[src/rtl/core/tas_pkg.sv]
// Shared types and constants for the timed actuator sequencer.
// No dependencies; imported by every module of the block.
`timescale 1ns / 1ps

package tas_pkg;

    // Field widths fixed by the stream format
    localparam int AMT_BITS   = 8;
    localparam int CFG_BITS   = 16;
    localparam int PROD_BITS  = AMT_BITS + CFG_BITS;
    localparam int MODE_BITS  = 2;
    localparam int PHASE_BITS = 4;
    localparam int OUT_PUMPS  = 4;

    // Command kinds carried in the input word
    localparam logic [MODE_BITS-1:0] MODE_TICK  = 2'd0;
    localparam logic [MODE_BITS-1:0] MODE_START = 2'd1;
    localparam logic [MODE_BITS-1:0] MODE_STOP  = 2'd2;

    // Configuration register indexes
    localparam logic [1:0] CFG_SCALE = 2'd0;
    localparam logic [1:0] CFG_HEAD  = 2'd1;
    localparam logic [1:0] CFG_DRIP  = 2'd2;

    // Configuration reset values
    localparam logic [CFG_BITS-1:0] SCALE_RST = 16'd1000;
    localparam logic [CFG_BITS-1:0] HEAD_RST  = 16'd1800;
    localparam logic [CFG_BITS-1:0] DRIP_RST  = 16'd2000;

    typedef enum logic [PHASE_BITS-1:0] {
        PH_IDLE        = 4'd0,
        PH_START       = 4'd1,
        PH_START_LOWER = 4'd2,
        PH_LOWER       = 4'd3,
        PH_START_PUMP  = 4'd4,
        PH_PUMP        = 4'd5,
        PH_START_MIX   = 4'd6,
        PH_MIX         = 4'd7,
        PH_START_DRIP  = 4'd8,
        PH_DRIP        = 4'd9,
        PH_START_RAISE = 4'd10,
        PH_RAISE       = 4'd11
    } phase_t;

    // Per-word command strobes to the actuator lanes
    typedef struct packed {
        logic tick;   // millisecond tick being applied
        logic stop;   // stop command: switch everything off
        logic load;   // accepted start: latch durations
        logic go;     // phase machine requests the pumps this tick
    } tas_cmd_t;

endpackage

[src/rtl/core/tas_scale.sv]
// Amount-to-duration scaling: 8-bit amount times 16-bit unit, saturated.
// Depends on tas_pkg for field widths.
`timescale 1ns / 1ps

module tas_scale #(
    parameter int TIMER_BITS = 24
) (
    input  logic [tas_pkg::AMT_BITS-1:0] amount,
    input  logic [tas_pkg::CFG_BITS-1:0] scale,
    output logic [TIMER_BITS-1:0]        duration
);
    import tas_pkg::*;

    logic [PROD_BITS-1:0] prod;

    assign prod = PROD_BITS'(amount) * PROD_BITS'(scale);

    generate
        if (TIMER_BITS >= PROD_BITS) begin : g_wide
            assign duration = TIMER_BITS'(prod);
        end
        else begin : g_sat
            // clamp to the largest count the timer holds
            assign duration = (|prod[PROD_BITS-1:TIMER_BITS]) ? '1 : prod[TIMER_BITS-1:0];
        end
    endgenerate

endmodule

[src/rtl/core/tas_pump.sv]
// One pump lane: request/active flags, latched duration and countdown.
// Depends on tas_pkg for the command struct.
`timescale 1ns / 1ps

module tas_pump #(
    parameter int TIMER_BITS = 24
) (
    input  logic                     clk,
    input  logic                     rst_n,
    input  tas_pkg::tas_cmd_t        cmd,
    input  logic [TIMER_BITS-1:0]    duration,
    output logic                     active_next,
    output logic                     busy
);
    import tas_pkg::*;

    logic                  req_reg, req_next;
    logic                  act_reg, act_next;
    logic [TIMER_BITS-1:0] dur_reg;
    logic [TIMER_BITS-1:0] rem_reg, rem_next;
    logic                  req_now;

    always_comb
    begin
        req_next = req_reg;
        act_next = act_reg;
        rem_next = rem_reg;
        req_now  = req_reg | cmd.go;
        if (cmd.stop)
        begin
            req_next = 1'b0;
            act_next = 1'b0;
        end
        else if (cmd.tick)
        begin
            req_next = req_now;
            if (req_now)
            begin
                if (!act_reg)
                begin
                    act_next = 1'b1;
                    rem_next = dur_reg;
                end
                else if (rem_reg == '0)
                begin
                    act_next = 1'b0;
                    req_next = 1'b0;
                end
                else
                begin
                    rem_next = rem_reg - TIMER_BITS'(1);
                end
            end
            else
            begin
                act_next = 1'b0;
            end
        end
    end

    always_ff @(posedge clk or negedge rst_n)
    begin
        if (!rst_n)
        begin
            req_reg <= 1'b0;
            act_reg <= 1'b0;
        end
        else
        begin
            req_reg <= req_next;
            act_reg <= act_next;
        end
    end

    always_ff @(posedge clk)
    begin
        rem_reg <= rem_next;
        if (cmd.load)
        begin
            dur_reg <= duration;
        end
    end

    assign active_next = act_next;
    assign busy        = act_reg | req_reg;

endmodule

[src/rtl/core/timed_actuator_sequencer.sv]
// Top level of the timed actuator sequencer: stream ports, configuration,
// phase machine, head and mixer timers. Uses tas_pkg, tas_scale, tas_pump.
`timescale 1ns / 1ps

// Channel   | Direction | Payload (lowest bit first)
// ----------+-----------+---------------------------------------------------
// s_*       | in        | tuser: mode[1:0]; tdata: pump_amount_0..3, mix_amount
// m_*       | out       | tdata: phase, pumps_on, mixer_on, head_up, head_down,
//           |           |        start_rejected
// cfg_*     | in        | write enable, register index, 16-bit data
//
// One word is taken every clock while the result side keeps up; a result
// passes through the input register, then the result register.
// All of a word's work fits between those two registers: five 8x16 scaling
// multipliers on a start, counter steps on a tick.
// Reset clears control state and loads the configuration defaults.
// A stalled result holds in the output register while the next word waits in
// the input register; input ready drops only when both are full.

module timed_actuator_sequencer #(
    parameter int NUM_PUMPS  = 4,
    parameter int TIMER_BITS = 24
) (
    input  logic        clk,
    input  logic        rst_n,
    // input stream
    input  logic        s_tvalid,
    output logic        s_tready,
    input  logic [39:0] s_tdata,   // pump_amount_0, pump_amount_1, pump_amount_2,
                                   // pump_amount_3, mix_amount (8 bits each)
    input  logic [1:0]  s_tuser,   // mode
    // result stream
    output logic        m_tvalid,
    input  logic        m_tready,
    output logic [15:0] m_tdata,   // phase[3:0], pumps_on[7:4], mixer_on[8],
                                   // head_up[9], head_down[10], start_rejected[11],
                                   // zero fill [15:12]
    // configuration
    input  logic        cfg_wr_en,
    input  logic [1:0]  cfg_addr,
    input  logic [15:0] cfg_wdata
);
    import tas_pkg::*;

    // configuration registers
    logic [CFG_BITS-1:0] scale_reg, head_ticks_reg, drip_ticks_reg;

    // input register
    logic                      in_vld_reg;
    logic [MODE_BITS-1:0]      in_mode_reg;
    logic [5*AMT_BITS-1:0]     in_amt_reg;

    // output register
    logic                      out_vld_reg;
    logic [15:0]               out_data_reg;

    logic out_free, move;
    tas_cmd_t cmd;

    // sequence state
    phase_t phase_reg, phase_next;
    logic   up_en_reg, down_en_reg, up_run_reg, down_run_reg;
    logic   up_en_next, down_en_next, up_run_next, down_run_next;
    logic   up_en_ph, down_en_ph, mix_en_ph;
    logic   mix_en_reg, mix_run_reg, mix_en_next, mix_run_next;
    logic [CFG_BITS-1:0]   head_rem_reg, head_rem_next;
    logic [CFG_BITS-1:0]   drip_rem_reg, drip_rem_next;
    logic [TIMER_BITS-1:0] mix_dur_reg, mix_rem_reg, mix_rem_next, mix_dur_scaled;
    logic                  rejected;

    // pump lanes
    logic [NUM_PUMPS-1:0] pump_act_next, pump_busy;
    logic [OUT_PUMPS-1:0] pumps_on;

    //------------------------------------------------------------------
    // Handshake: advance when the input register holds a word and the
    // output register is free or being emptied this cycle.
    //------------------------------------------------------------------
    assign out_free = !out_vld_reg || m_tready;
    assign move     = in_vld_reg && out_free;
    assign s_tready = !in_vld_reg || out_free;
    assign m_tvalid = out_vld_reg;
    assign m_tdata  = out_data_reg;

    always_ff @(posedge clk or negedge rst_n)
    begin
        if (!rst_n)
        begin
            in_vld_reg  <= 1'b0;
            out_vld_reg <= 1'b0;
        end
        else
        begin
            if (s_tready)
            begin
                in_vld_reg <= s_tvalid;
            end
            if (move)
            begin
                out_vld_reg <= 1'b1;
            end
            else if (m_tready)
            begin
                out_vld_reg <= 1'b0;
            end
        end
    end

    // payload capture, no reset needed
    always_ff @(posedge clk)
    begin
        if (s_tready && s_tvalid)
        begin
            in_mode_reg <= s_tuser;
            in_amt_reg  <= s_tdata;
        end
        if (move)
        begin
            out_data_reg <= {4'b0000, rejected, down_run_next, up_run_next,
                             mix_run_next, pumps_on, phase_next};
        end
    end

    //------------------------------------------------------------------
    // Configuration writes; unknown indexes are dropped.
    //------------------------------------------------------------------
    always_ff @(posedge clk or negedge rst_n)
    begin
        if (!rst_n)
        begin
            scale_reg      <= SCALE_RST;
            head_ticks_reg <= HEAD_RST;
            drip_ticks_reg <= DRIP_RST;
        end
        else if (cfg_wr_en)
        begin
            case (cfg_addr)
                CFG_SCALE: scale_reg      <= cfg_wdata;
                CFG_HEAD:  head_ticks_reg <= cfg_wdata;
                CFG_DRIP:  drip_ticks_reg <= cfg_wdata;
                default:   ;
            endcase
        end
    end

    //------------------------------------------------------------------
    // Command decode for the word being retired this cycle.
    //------------------------------------------------------------------
    always_comb
    begin
        cmd.tick = move && (in_mode_reg == MODE_TICK);
        cmd.stop = move && (in_mode_reg == MODE_STOP);
        cmd.load = move && (in_mode_reg == MODE_START) && (phase_reg == PH_IDLE);
        cmd.go   = cmd.tick && (phase_reg == PH_START_PUMP);
    end

    assign rejected = move && (in_mode_reg == MODE_START) && (phase_reg != PH_IDLE);

    //------------------------------------------------------------------
    // Phase machine. On a tick it runs first and may raise the drive
    // enables that the head and mixer updates below then see.
    //------------------------------------------------------------------
    always_comb
    begin
        phase_next    = phase_reg;
        up_en_ph      = up_en_reg;
        down_en_ph    = down_en_reg;
        mix_en_ph     = mix_en_reg;
        drip_rem_next = drip_rem_reg;
        if (cmd.tick)
        begin
            case (phase_reg)
                PH_IDLE:        ;
                PH_START:       phase_next = PH_START_LOWER;
                PH_START_LOWER:
                begin
                    down_en_ph = 1'b1;
                    phase_next = PH_LOWER;
                end
                PH_LOWER:
                begin
                    if (!down_run_reg && !down_en_reg)
                    begin
                        phase_next = PH_START_PUMP;
                    end
                end
                PH_START_PUMP:  phase_next = PH_PUMP;
                PH_PUMP:
                begin
                    if (!(|pump_busy))
                    begin
                        phase_next = PH_START_MIX;
                    end
                end
                PH_START_MIX:
                begin
                    mix_en_ph  = 1'b1;
                    phase_next = PH_MIX;
                end
                PH_MIX:
                begin
                    if (!mix_run_reg && !mix_en_reg)
                    begin
                        phase_next = PH_START_DRIP;
                    end
                end
                PH_START_DRIP:
                begin
                    drip_rem_next = drip_ticks_reg;
                    phase_next    = PH_DRIP;
                end
                PH_DRIP:
                begin
                    if (drip_rem_reg == '0)
                    begin
                        phase_next = PH_START_RAISE;
                    end
                    else
                    begin
                        drip_rem_next = drip_rem_reg - CFG_BITS'(1);
                    end
                end
                PH_START_RAISE:
                begin
                    up_en_ph   = 1'b1;
                    phase_next = PH_RAISE;
                end
                PH_RAISE:
                begin
                    if (!up_run_reg && !up_en_reg)
                    begin
                        phase_next = PH_IDLE;
                    end
                end
                default:        phase_next = PH_IDLE;
            endcase
        end
        else if (cmd.load)
        begin
            phase_next = PH_START_LOWER;
        end
        else if (cmd.stop)
        begin
            phase_next = PH_START_RAISE;
        end
    end

    //------------------------------------------------------------------
    // Head and mixer timers, one update each per tick.
    //------------------------------------------------------------------
    always_comb
    begin
        up_en_next    = up_en_reg;
        down_en_next  = down_en_reg;
        up_run_next   = up_run_reg;
        down_run_next = down_run_reg;
        head_rem_next = head_rem_reg;
        mix_en_next   = mix_en_reg;
        mix_run_next  = mix_run_reg;
        mix_rem_next  = mix_rem_reg;
        if (cmd.stop)
        begin
            up_en_next    = 1'b0;
            down_en_next  = 1'b0;
            up_run_next   = 1'b0;
            down_run_next = 1'b0;
            mix_en_next   = 1'b0;
            mix_run_next  = 1'b0;
        end
        else if (cmd.tick)
        begin
            up_en_next   = up_en_ph;
            down_en_next = down_en_ph;
            if (up_en_ph || down_en_ph)
            begin
                if (up_en_ph && down_en_ph)
                begin
                    // conflicting directions: cancel both
                    up_en_next    = 1'b0;
                    down_en_next  = 1'b0;
                    up_run_next   = 1'b0;
                    down_run_next = 1'b0;
                end
                else if (!(up_run_reg || down_run_reg))
                begin
                    up_run_next   = up_en_ph;
                    down_run_next = down_en_ph;
                    head_rem_next = head_ticks_reg;
                end
                else if (head_rem_reg == '0)
                begin
                    up_en_next    = 1'b0;
                    down_en_next  = 1'b0;
                    up_run_next   = 1'b0;
                    down_run_next = 1'b0;
                end
                else
                begin
                    head_rem_next = head_rem_reg - CFG_BITS'(1);
                end
            end
            else
            begin
                up_run_next   = 1'b0;
                down_run_next = 1'b0;
            end

            mix_en_next = mix_en_ph;
            if (mix_en_ph)
            begin
                if (!mix_run_reg)
                begin
                    mix_run_next = 1'b1;
                    mix_rem_next = mix_dur_reg;
                end
                else if (mix_rem_reg == '0)
                begin
                    mix_en_next  = 1'b0;
                    mix_run_next = 1'b0;
                end
                else
                begin
                    mix_rem_next = mix_rem_reg - TIMER_BITS'(1);
                end
            end
            else
            begin
                mix_run_next = 1'b0;
            end
        end
    end

    always_ff @(posedge clk or negedge rst_n)
    begin
        if (!rst_n)
        begin
            phase_reg    <= PH_IDLE;
            up_en_reg    <= 1'b0;
            down_en_reg  <= 1'b0;
            up_run_reg   <= 1'b0;
            down_run_reg <= 1'b0;
            mix_en_reg   <= 1'b0;
            mix_run_reg  <= 1'b0;
        end
        else
        begin
            phase_reg    <= phase_next;
            up_en_reg    <= up_en_next;
            down_en_reg  <= down_en_next;
            up_run_reg   <= up_run_next;
            down_run_reg <= down_run_next;
            mix_en_reg   <= mix_en_next;
            mix_run_reg  <= mix_run_next;
        end
    end

    // counters are loaded before they are read
    always_ff @(posedge clk)
    begin
        head_rem_reg <= head_rem_next;
        drip_rem_reg <= drip_rem_next;
        mix_rem_reg  <= mix_rem_next;
        if (cmd.load)
        begin
            mix_dur_reg <= mix_dur_scaled;
        end
    end

    tas_scale #(
        .TIMER_BITS (TIMER_BITS)
    ) u_mix_scale (
        .amount   (in_amt_reg[4*AMT_BITS +: AMT_BITS]),
        .scale    (scale_reg),
        .duration (mix_dur_scaled)
    );

    //------------------------------------------------------------------
    // Pump lanes. Only the first four carry an amount; the rest load zero.
    //------------------------------------------------------------------
    genvar gi;
    generate
        for (gi = 0; gi < NUM_PUMPS; gi = gi + 1)
        begin : g_pump
            logic [TIMER_BITS-1:0] lane_dur;

            if (gi < OUT_PUMPS)
            begin : g_amt
                tas_scale #(
                    .TIMER_BITS (TIMER_BITS)
                ) u_scale (
                    .amount   (in_amt_reg[gi*AMT_BITS +: AMT_BITS]),
                    .scale    (scale_reg),
                    .duration (lane_dur)
                );
            end
            else
            begin : g_zero
                assign lane_dur = '0;
            end

            tas_pump #(
                .TIMER_BITS (TIMER_BITS)
            ) u_pump (
                .clk         (clk),
                .rst_n       (rst_n),
                .cmd         (cmd),
                .duration    (lane_dur),
                .active_next (pump_act_next[gi]),
                .busy        (pump_busy[gi])
            );
        end

        for (gi = 0; gi < OUT_PUMPS; gi = gi + 1)
        begin : g_pumps_on
            if (gi < NUM_PUMPS)
            begin : g_lane
                assign pumps_on[gi] = pump_act_next[gi];
            end
            else
            begin : g_none
                assign pumps_on[gi] = 1'b0;
            end
        end
    endgenerate

endmodule

[config.mk]
export PLATFORM = sky130hd
export DESIGN_NAME = timed_actuator_sequencer
export DESIGN_NICKNAME = d
export VERILOG_FILES = /design/src/rtl/core/tas_pkg.sv /design/src/rtl/core/tas_scale.sv /design/src/rtl/core/tas_pump.sv /design/src/rtl/core/timed_actuator_sequencer.sv
export SDC_FILE = /design/constraint.sdc
export NUM_CORES = 2
export LEC_CHECK = 0
export ABC_AREA = 1
export BUFFER_PORTS_ARGS = -buffer_cell sky130_fd_sc_hd__buf_4
export CORE_ASPECT_RATIO = 1.1
export CORE_UTILIZATION = 60
export DETAILED_ROUTE_END_ITERATION = 12
export PLACE_DENSITY = 0.77
export SETUP_SLACK_MARGIN = 0.2
export SYNTH_ARGS = -nofsm -noshare
export SYNTH_HDL_FRONTEND = slang
export SYNTH_SLANG_ARGS = --single-unit
export TNS_END_PERCENT = 50
[constraint.sdc]
create_clock -name clk -period 4.9 [get_ports clk]
set_input_delay 0.49 -clock clk [delete_from_list [all_inputs] [get_ports clk]]
set_output_delay 0.49 -clock clk [all_outputs]
set_load 0.02 [all_outputs]
Word level (Yosys, flattened, before mapping):

Cells that the tools add are included.

* register bits after elaboration: 394

* add/sub/neg operators: 7
* multiply operators: 5
* equal/unequal tests: 22
* muxes and demuxes: 90
* bitwise logic cells: 10
* reductions and logical operators: 49

Operators by type and width (count)
* two-way mux 24 bit: 10
* zero test 24 bit: 5
* multiplier 8 x 16 -> 24 bit: 5
* subtractor 24 x 1 -> 24 bit (second input constant): 5
* two-way mux 1 bit: 67
* two-way mux 16 bit: 3
* case mux 4 bit (12 select lines): 1
* zero test 16 bit: 2
* two-way mux 4 bit: 8
* case mux 16 bit (2 select lines): 1
* subtractor 16 x 1 -> 16 bit (second input constant): 2
* AND reduction 4 bit: 5
* == test 4 x 3 -> 1 bit (second input constant): 4
* == test 4 bit (second input constant): 4
* != test 2 bit (second input constant): 7
* logical AND 1 bit: 12
* == test 4 x 2 -> 1 bit (second input constant): 2
* zero test 1 bit: 8
* OR 1 bit: 8
* AND reduction 2 bit: 3
* nonzero test 2 bit: 3
* AND reduction 5 bit: 1
* == test 2 x 1 -> 1 bit (second input constant): 2
* == test 2 bit (second input constant): 2
* 8 further kinds: 13

Longest topological paths before layout:

* depth in word-level cells: 11
* gate-level depth with buffers: 23
* depth with buffers taken out: 21

Modules after synthesis:

Synthesis repeated with hierarchy kept, for this count alone.

* cell total of the unflattened synthesis: 5600
* area, all modules: 42409.4 µm²

By module, submodules not included
* tas_pump: instances 4, cells an instance 279, area an instance 2571.2 µm²
* timed_actuator_sequencer: instances 1, cells an instance 848, area an instance 8638.3 µm²
* tas_scale at g_pump[0].g_amt.u_scale: instances 1, cells an instance 731, area an instance 4730.8 µm²
* tas_scale at g_pump[2].g_amt.u_scale: instances 1, cells an instance 728, area an instance 4713.3 µm²
* tas_scale at g_pump[3].g_amt.u_scale: instances 1, cells an instance 728, area an instance 4694.5 µm²
* tas_scale at g_pump[1].g_amt.u_scale: instances 1, cells an instance 721, area an instance 4693.3 µm²
* tas_scale at u_mix_scale: instances 1, cells an instance 728, area an instance 4654.5 µm²

Least setup slack after synthesis:

No wires, ideal clock.

* path kind: reg2reg
* from: reg scale_reg[5]
* to: reg g_pump[3].u_pump.dur_reg[19] (data pin)
* arrival time: 4.124 ns
* required time: 4.648 ns
* slack: 0.524 ns
* cell stages (with the launch flop): 22
* buffers on the path: 2
* clock period less this slack: 4.376 ns
* cell sequence: dfstp_2 clkbuf_1 clkbuf_1 nand2_1 fa_1 fa_1 inv_1 fa_1 inv_1 fa_1 inv_1 ha_1 nand2_1 inv_1 nand2_1 nand3_1 nand2_1 nand2_1 nand2_1 nand2_1 nand2_1 nand2_1

* cells in the longest elaborated chain, start to end: 1

Ends and longest elaborated chain
* from (decl): RTL line timed_actuator_sequencer.sv:46 `logic [CFG_BITS-1:0] scale_reg, head_ticks_reg, drip_ticks_reg;`
* from (signal assigned): RTL line timed_actuator_sequencer.sv:138 `CFG_SCALE: scale_reg <= cfg_wdata;`
* multiplier 8 x 16 -> 24 bit: RTL line tas_scale.sv:16 `assign prod = PROD_BITS'(amount) * PROD_BITS'(scale);`
* named net g_pump[3].g_amt.u_scale.duration[19]: RTL line tas_scale.sv:10 `output logic [TIMER_BITS-1:0] duration`
* to (signal assigned): RTL line tas_pump.sv:80 `dur_reg <= duration;`
* to (decl): RTL line tas_pump.sv:19 `logic [TIMER_BITS-1:0] dur_reg;`

The timed path passes the listed nets, and every way through them passes these cells.
A chain may end at the register's enable or synchronous reset.

Worst setup path after layout:

* from: reg scale_reg[6]
* to: reg mix_dur_reg[20] (data pin)

* cells in the longest elaborated chain, start to end: 1

Ends and longest elaborated chain
* multiplier 8 x 16 -> 24 bit: RTL line tas_scale.sv:16
* named net mix_dur_scaled[20]: RTL line timed_actuator_sequencer.sv:68 `logic [TIMER_BITS-1:0] mix_dur_reg, mix_rem_reg, mix_rem_next, mix_dur_scaled;`
* to (signal assigned): RTL line timed_actuator_sequencer.sv:365 `mix_dur_reg <= mix_dur_scaled;`
* to (decl): RTL line timed_actuator_sequencer.sv:68

The timed path passes the listed nets, and every way through them passes these cells.

==> results_dict.tcl <==
set metrics [dict create \
    initial_core_util_pct 60.8 \
    synth_flop_cell "edfxtp_1" \
    tns_ns 0 \
    fin_cells 6222 \
    die_area_sq_um 68400 \
    leakage_nw 24.6 \
    grt_overflow_total 0 \
    min_period_over_period_pct 92.5 \
    viasPerCell 5.25 \
    p_total_mw 23.6 \
    yosys_warnings 0 \
    relSlewSlack_pct 24.7 \
    worst_slack_ns 0.366 \
    stdcell_area_sq_um 44200 \
    tightest_slew_ns 1.13 \
    root_buffer "clkbuf_16" \
    routedWlPerCell_microns 15.6 \
    pre_cts_ws_ns 0.251 \
    ant_nets 0 \
    dr.pass1.iters 6 \
    hold_viol_final 0 \
    cts_buffers 44 \
    crit_path_end_kind "register" \
    path_max_fanout 7 \
    crit_chain "buf_4 > nand2_1 > inv_1 > fa_1 > fa_1 > fa_1 > inv_1 > fa_1 > inv_1 > ha_1 > nand2_1 > nor2_1 > inv_1 > nor2_1 > nand3_1 > nand4_1 > nand2_1" \
    cp_slowest_stage_delay_ns 0.69 \
    fp.dieW_microns 250 \
    fin_nets 6040 \
    grt_setup_unrepaired "true" \
    dp.cells 6065 \
    p_per_area_nw_per_um2 534 \
    place_hpwl_mm 73.0 \
    syn2layout_area_growth_pct 9.18 \
    grt_max_degree 76 \
    fmax_mhz 221 \
    async_flop_share_pct 17.3 \
    worst_ir_drop_vdd_mv 0.424 \
    io_buffer_count 78 \
    hold_buffers 0 \
    critical_path_class "register to register" \
    synth.distinct_cells 43 \
    ff2ff_path_depth 17 \
    rr_startpoint "scale_reg[6]" \
    max_cap_viol_count 0 \
    die_y_microns 274 \
    dpl-instance-area_sq_um 41900 \
    routed_wl_mm 96.9 \
    post-route-min-period_ns 4.53 \
    cp.arrival_ns 4.87 \
    htreeDepth 2 \
    r2r-end "mix_dur_reg[20]" \
    hold_ws_ns 0.0172 \
    grt_use_total_pct 28.7 \
    worst_hold_path_type "primary input to asynchronous set/reset pin" \
    fill_cells 5499 \
    synth_area_per_cell_sq_um 7.67 \
    fin_util_pct 66.4 \
    drc 0 \
    rows 99 \
    place_congestion 0.926 \
    cts_tree "built" \
    grt_pass1_vias 33000 \
    finalSetupViolations 0 \
    startpoint_type "register" \
    reg2reg_setup_slack_ns 0.37 \
    clk_latency_ns 0.59 \
    crit_slowest_cell "dfstp_2" \
    cts.sinks 394 \
    final_max_slew_viol_count 0 \
    synth-edff-count 326 \
    required_ns 5.24 \
    vias 32700 \
    netlist_instances 5275 \
    grt_pass1_wl_mm 159 \
    finClkSkew_ns 0.0173 \
    cts_buffer_depth 3 \
    core-area_sq_um 66500 \
    clk_pin_slew_ns 0.06 \
    ys_ff_latch 394 \
    drive_above_1_share_pct 6.75 \
    status "complete, no violations" \
    yosysSeqAreaShare_pct 28.5 \
    critPathLaunch "scale_reg[6]" \
    boundaryPins 83 \
    syn_area_sq_um 40400 \
    drtIter0Drc 2565 \
    antenna_found_initial 3 \
]
[critical path: cells and delay by family (launching register included)]
| kind | cells | cell delay [ns] |
|---|---|---|
| fa+ha+maj | 5 | 2.26 |
| simple gates | 7 | 0.86 |
| buf+inv | 5 | 0.46 |
| flops | 1 | 0.69 |
[what timing repair did]
action                     4_1_cts  5_1_grt
buffers inserted                 0       74
setup endpoints to repair        0       46
resized for setup                0       24
[synthesized netlist by cell type (6+ instances only)]
master	instances	area share, %
clkbuf_1	191	1.8
nand2_1	1524	14
a21o_1	7	0.13
nor3_1	33	0.41
o21ai_1	7	0.087
o21ai_0	163	2.0
nand4_1	35	0.54
or2_2	11	0.17
xnor2_1	49	1.1
o22ai_1	9	0.14
nand3b_1	9	0.17
a31oi_1	39	0.60
inv_1	1287	12
and2_1	11	0.17
edfxtp_1	326	24
ha_1	227	7.0
fa_1	420	21
buf_4	6	0.11
o21bai_1	12	0.22
nor2_1	416	3.9
a21oi_1	120	1.5
dfstp_2	16	1.0
nand3_1	180	2.2
xor2_1	73	1.6
dfrtp_1	52	3.2
nor2_2	13	0.20
[cells by family after synthesis]
logic type	count (synthesis)	synth area share, %
and+or+nand+nor	2252	22.3
buffers and inverters	1498	14.0
adders and majority gates	647	27.8
DFF	394	28.5
AOI/OAI and AO/OA	361	4.77
xor gates and xnor gates	122	2.64
other	1	0.00927
[where the power goes]
part / switching (mW) / internal, mW
sequential: 0.200 / 4.54
combinational: 9.87 / 5.58
clock: 1.43 / 1.96
[cell type report]
type | instances | area (sq um) | area share, %
clock buffers | 55 | 1200 | 2.72
repair buffers | 210 | 1890 | 4.28
multi-input cells | 3386 | 23400 | 52.9
well taps | 858 | 1070 | 2.43
diodes | 2 | 5.00 | 0.0113
clock inverters | 25 | 258 | 0.584
flip-flops and latches | 394 | 11500 | 26.1
inverters | 1292 | 4850 | 11.0
[how the worst max path moves through the flow]
stage / slack [ns] / cells after the start / to
2_1_floorplan: 0.52 / 21 / g_pump[3].u_pump.dur_reg[19]
3_3_place_gp: 0.32 / 16 / g_pump[0].u_pump.dur_reg[22]
3_5_place_dp: 0.25 / 18 / g_pump[1].u_pump.dur_reg[20]
4_1_cts: 0.25 / 18 / g_pump[1].u_pump.dur_reg[20]
5_1_grt: 0.15 / 16 / g_pump[3].u_pump.dur_reg[21]
6_report: 0.37 / 17 / mix_dur_reg[20]
[placed cells by master (no fill, tap or decap), types with 4 or more instances in the layout]
cell type / count
ha_1: 227
dfrtp_1: 50
a21oi_1: 117
clkinv_1: 6
o21bai_1: 12
buf_4: 182
edfxtp_1: 326
inv_1: 1285
dfstp_2: 15
nor3_1: 25
inv_2: 4
conb_1: 4
clkinv_2: 9
nand2_2: 6
buf_6: 5
xnor2_1: 49
or2_2: 11
nor3_2: 10
bufinv_16: 4
o22ai_1: 9
xor2_1: 73
nor2_4: 4
nor2_1: 410
o21ai_0: 162
nand4_1: 35
nand3_1: 180
and2_1: 11
a21o_1: 7
clkbuf_1: 5
buf_12: 22
nor2_2: 19
nand2_1: 1522
fa_1: 420
o21ai_1: 8
a31oi_1: 39
nand3b_1: 9
clkbuf_16: 45
clkbuf_8: 6
[layer usage]
layer	track usage (%)	share of wire, %
met1	36.5	41
met4	9.31	3.2
met2	51.0	49
met5	0	0
met3	3.53	6.5
No activity file was read; power rests on OpenSTA's default activity.
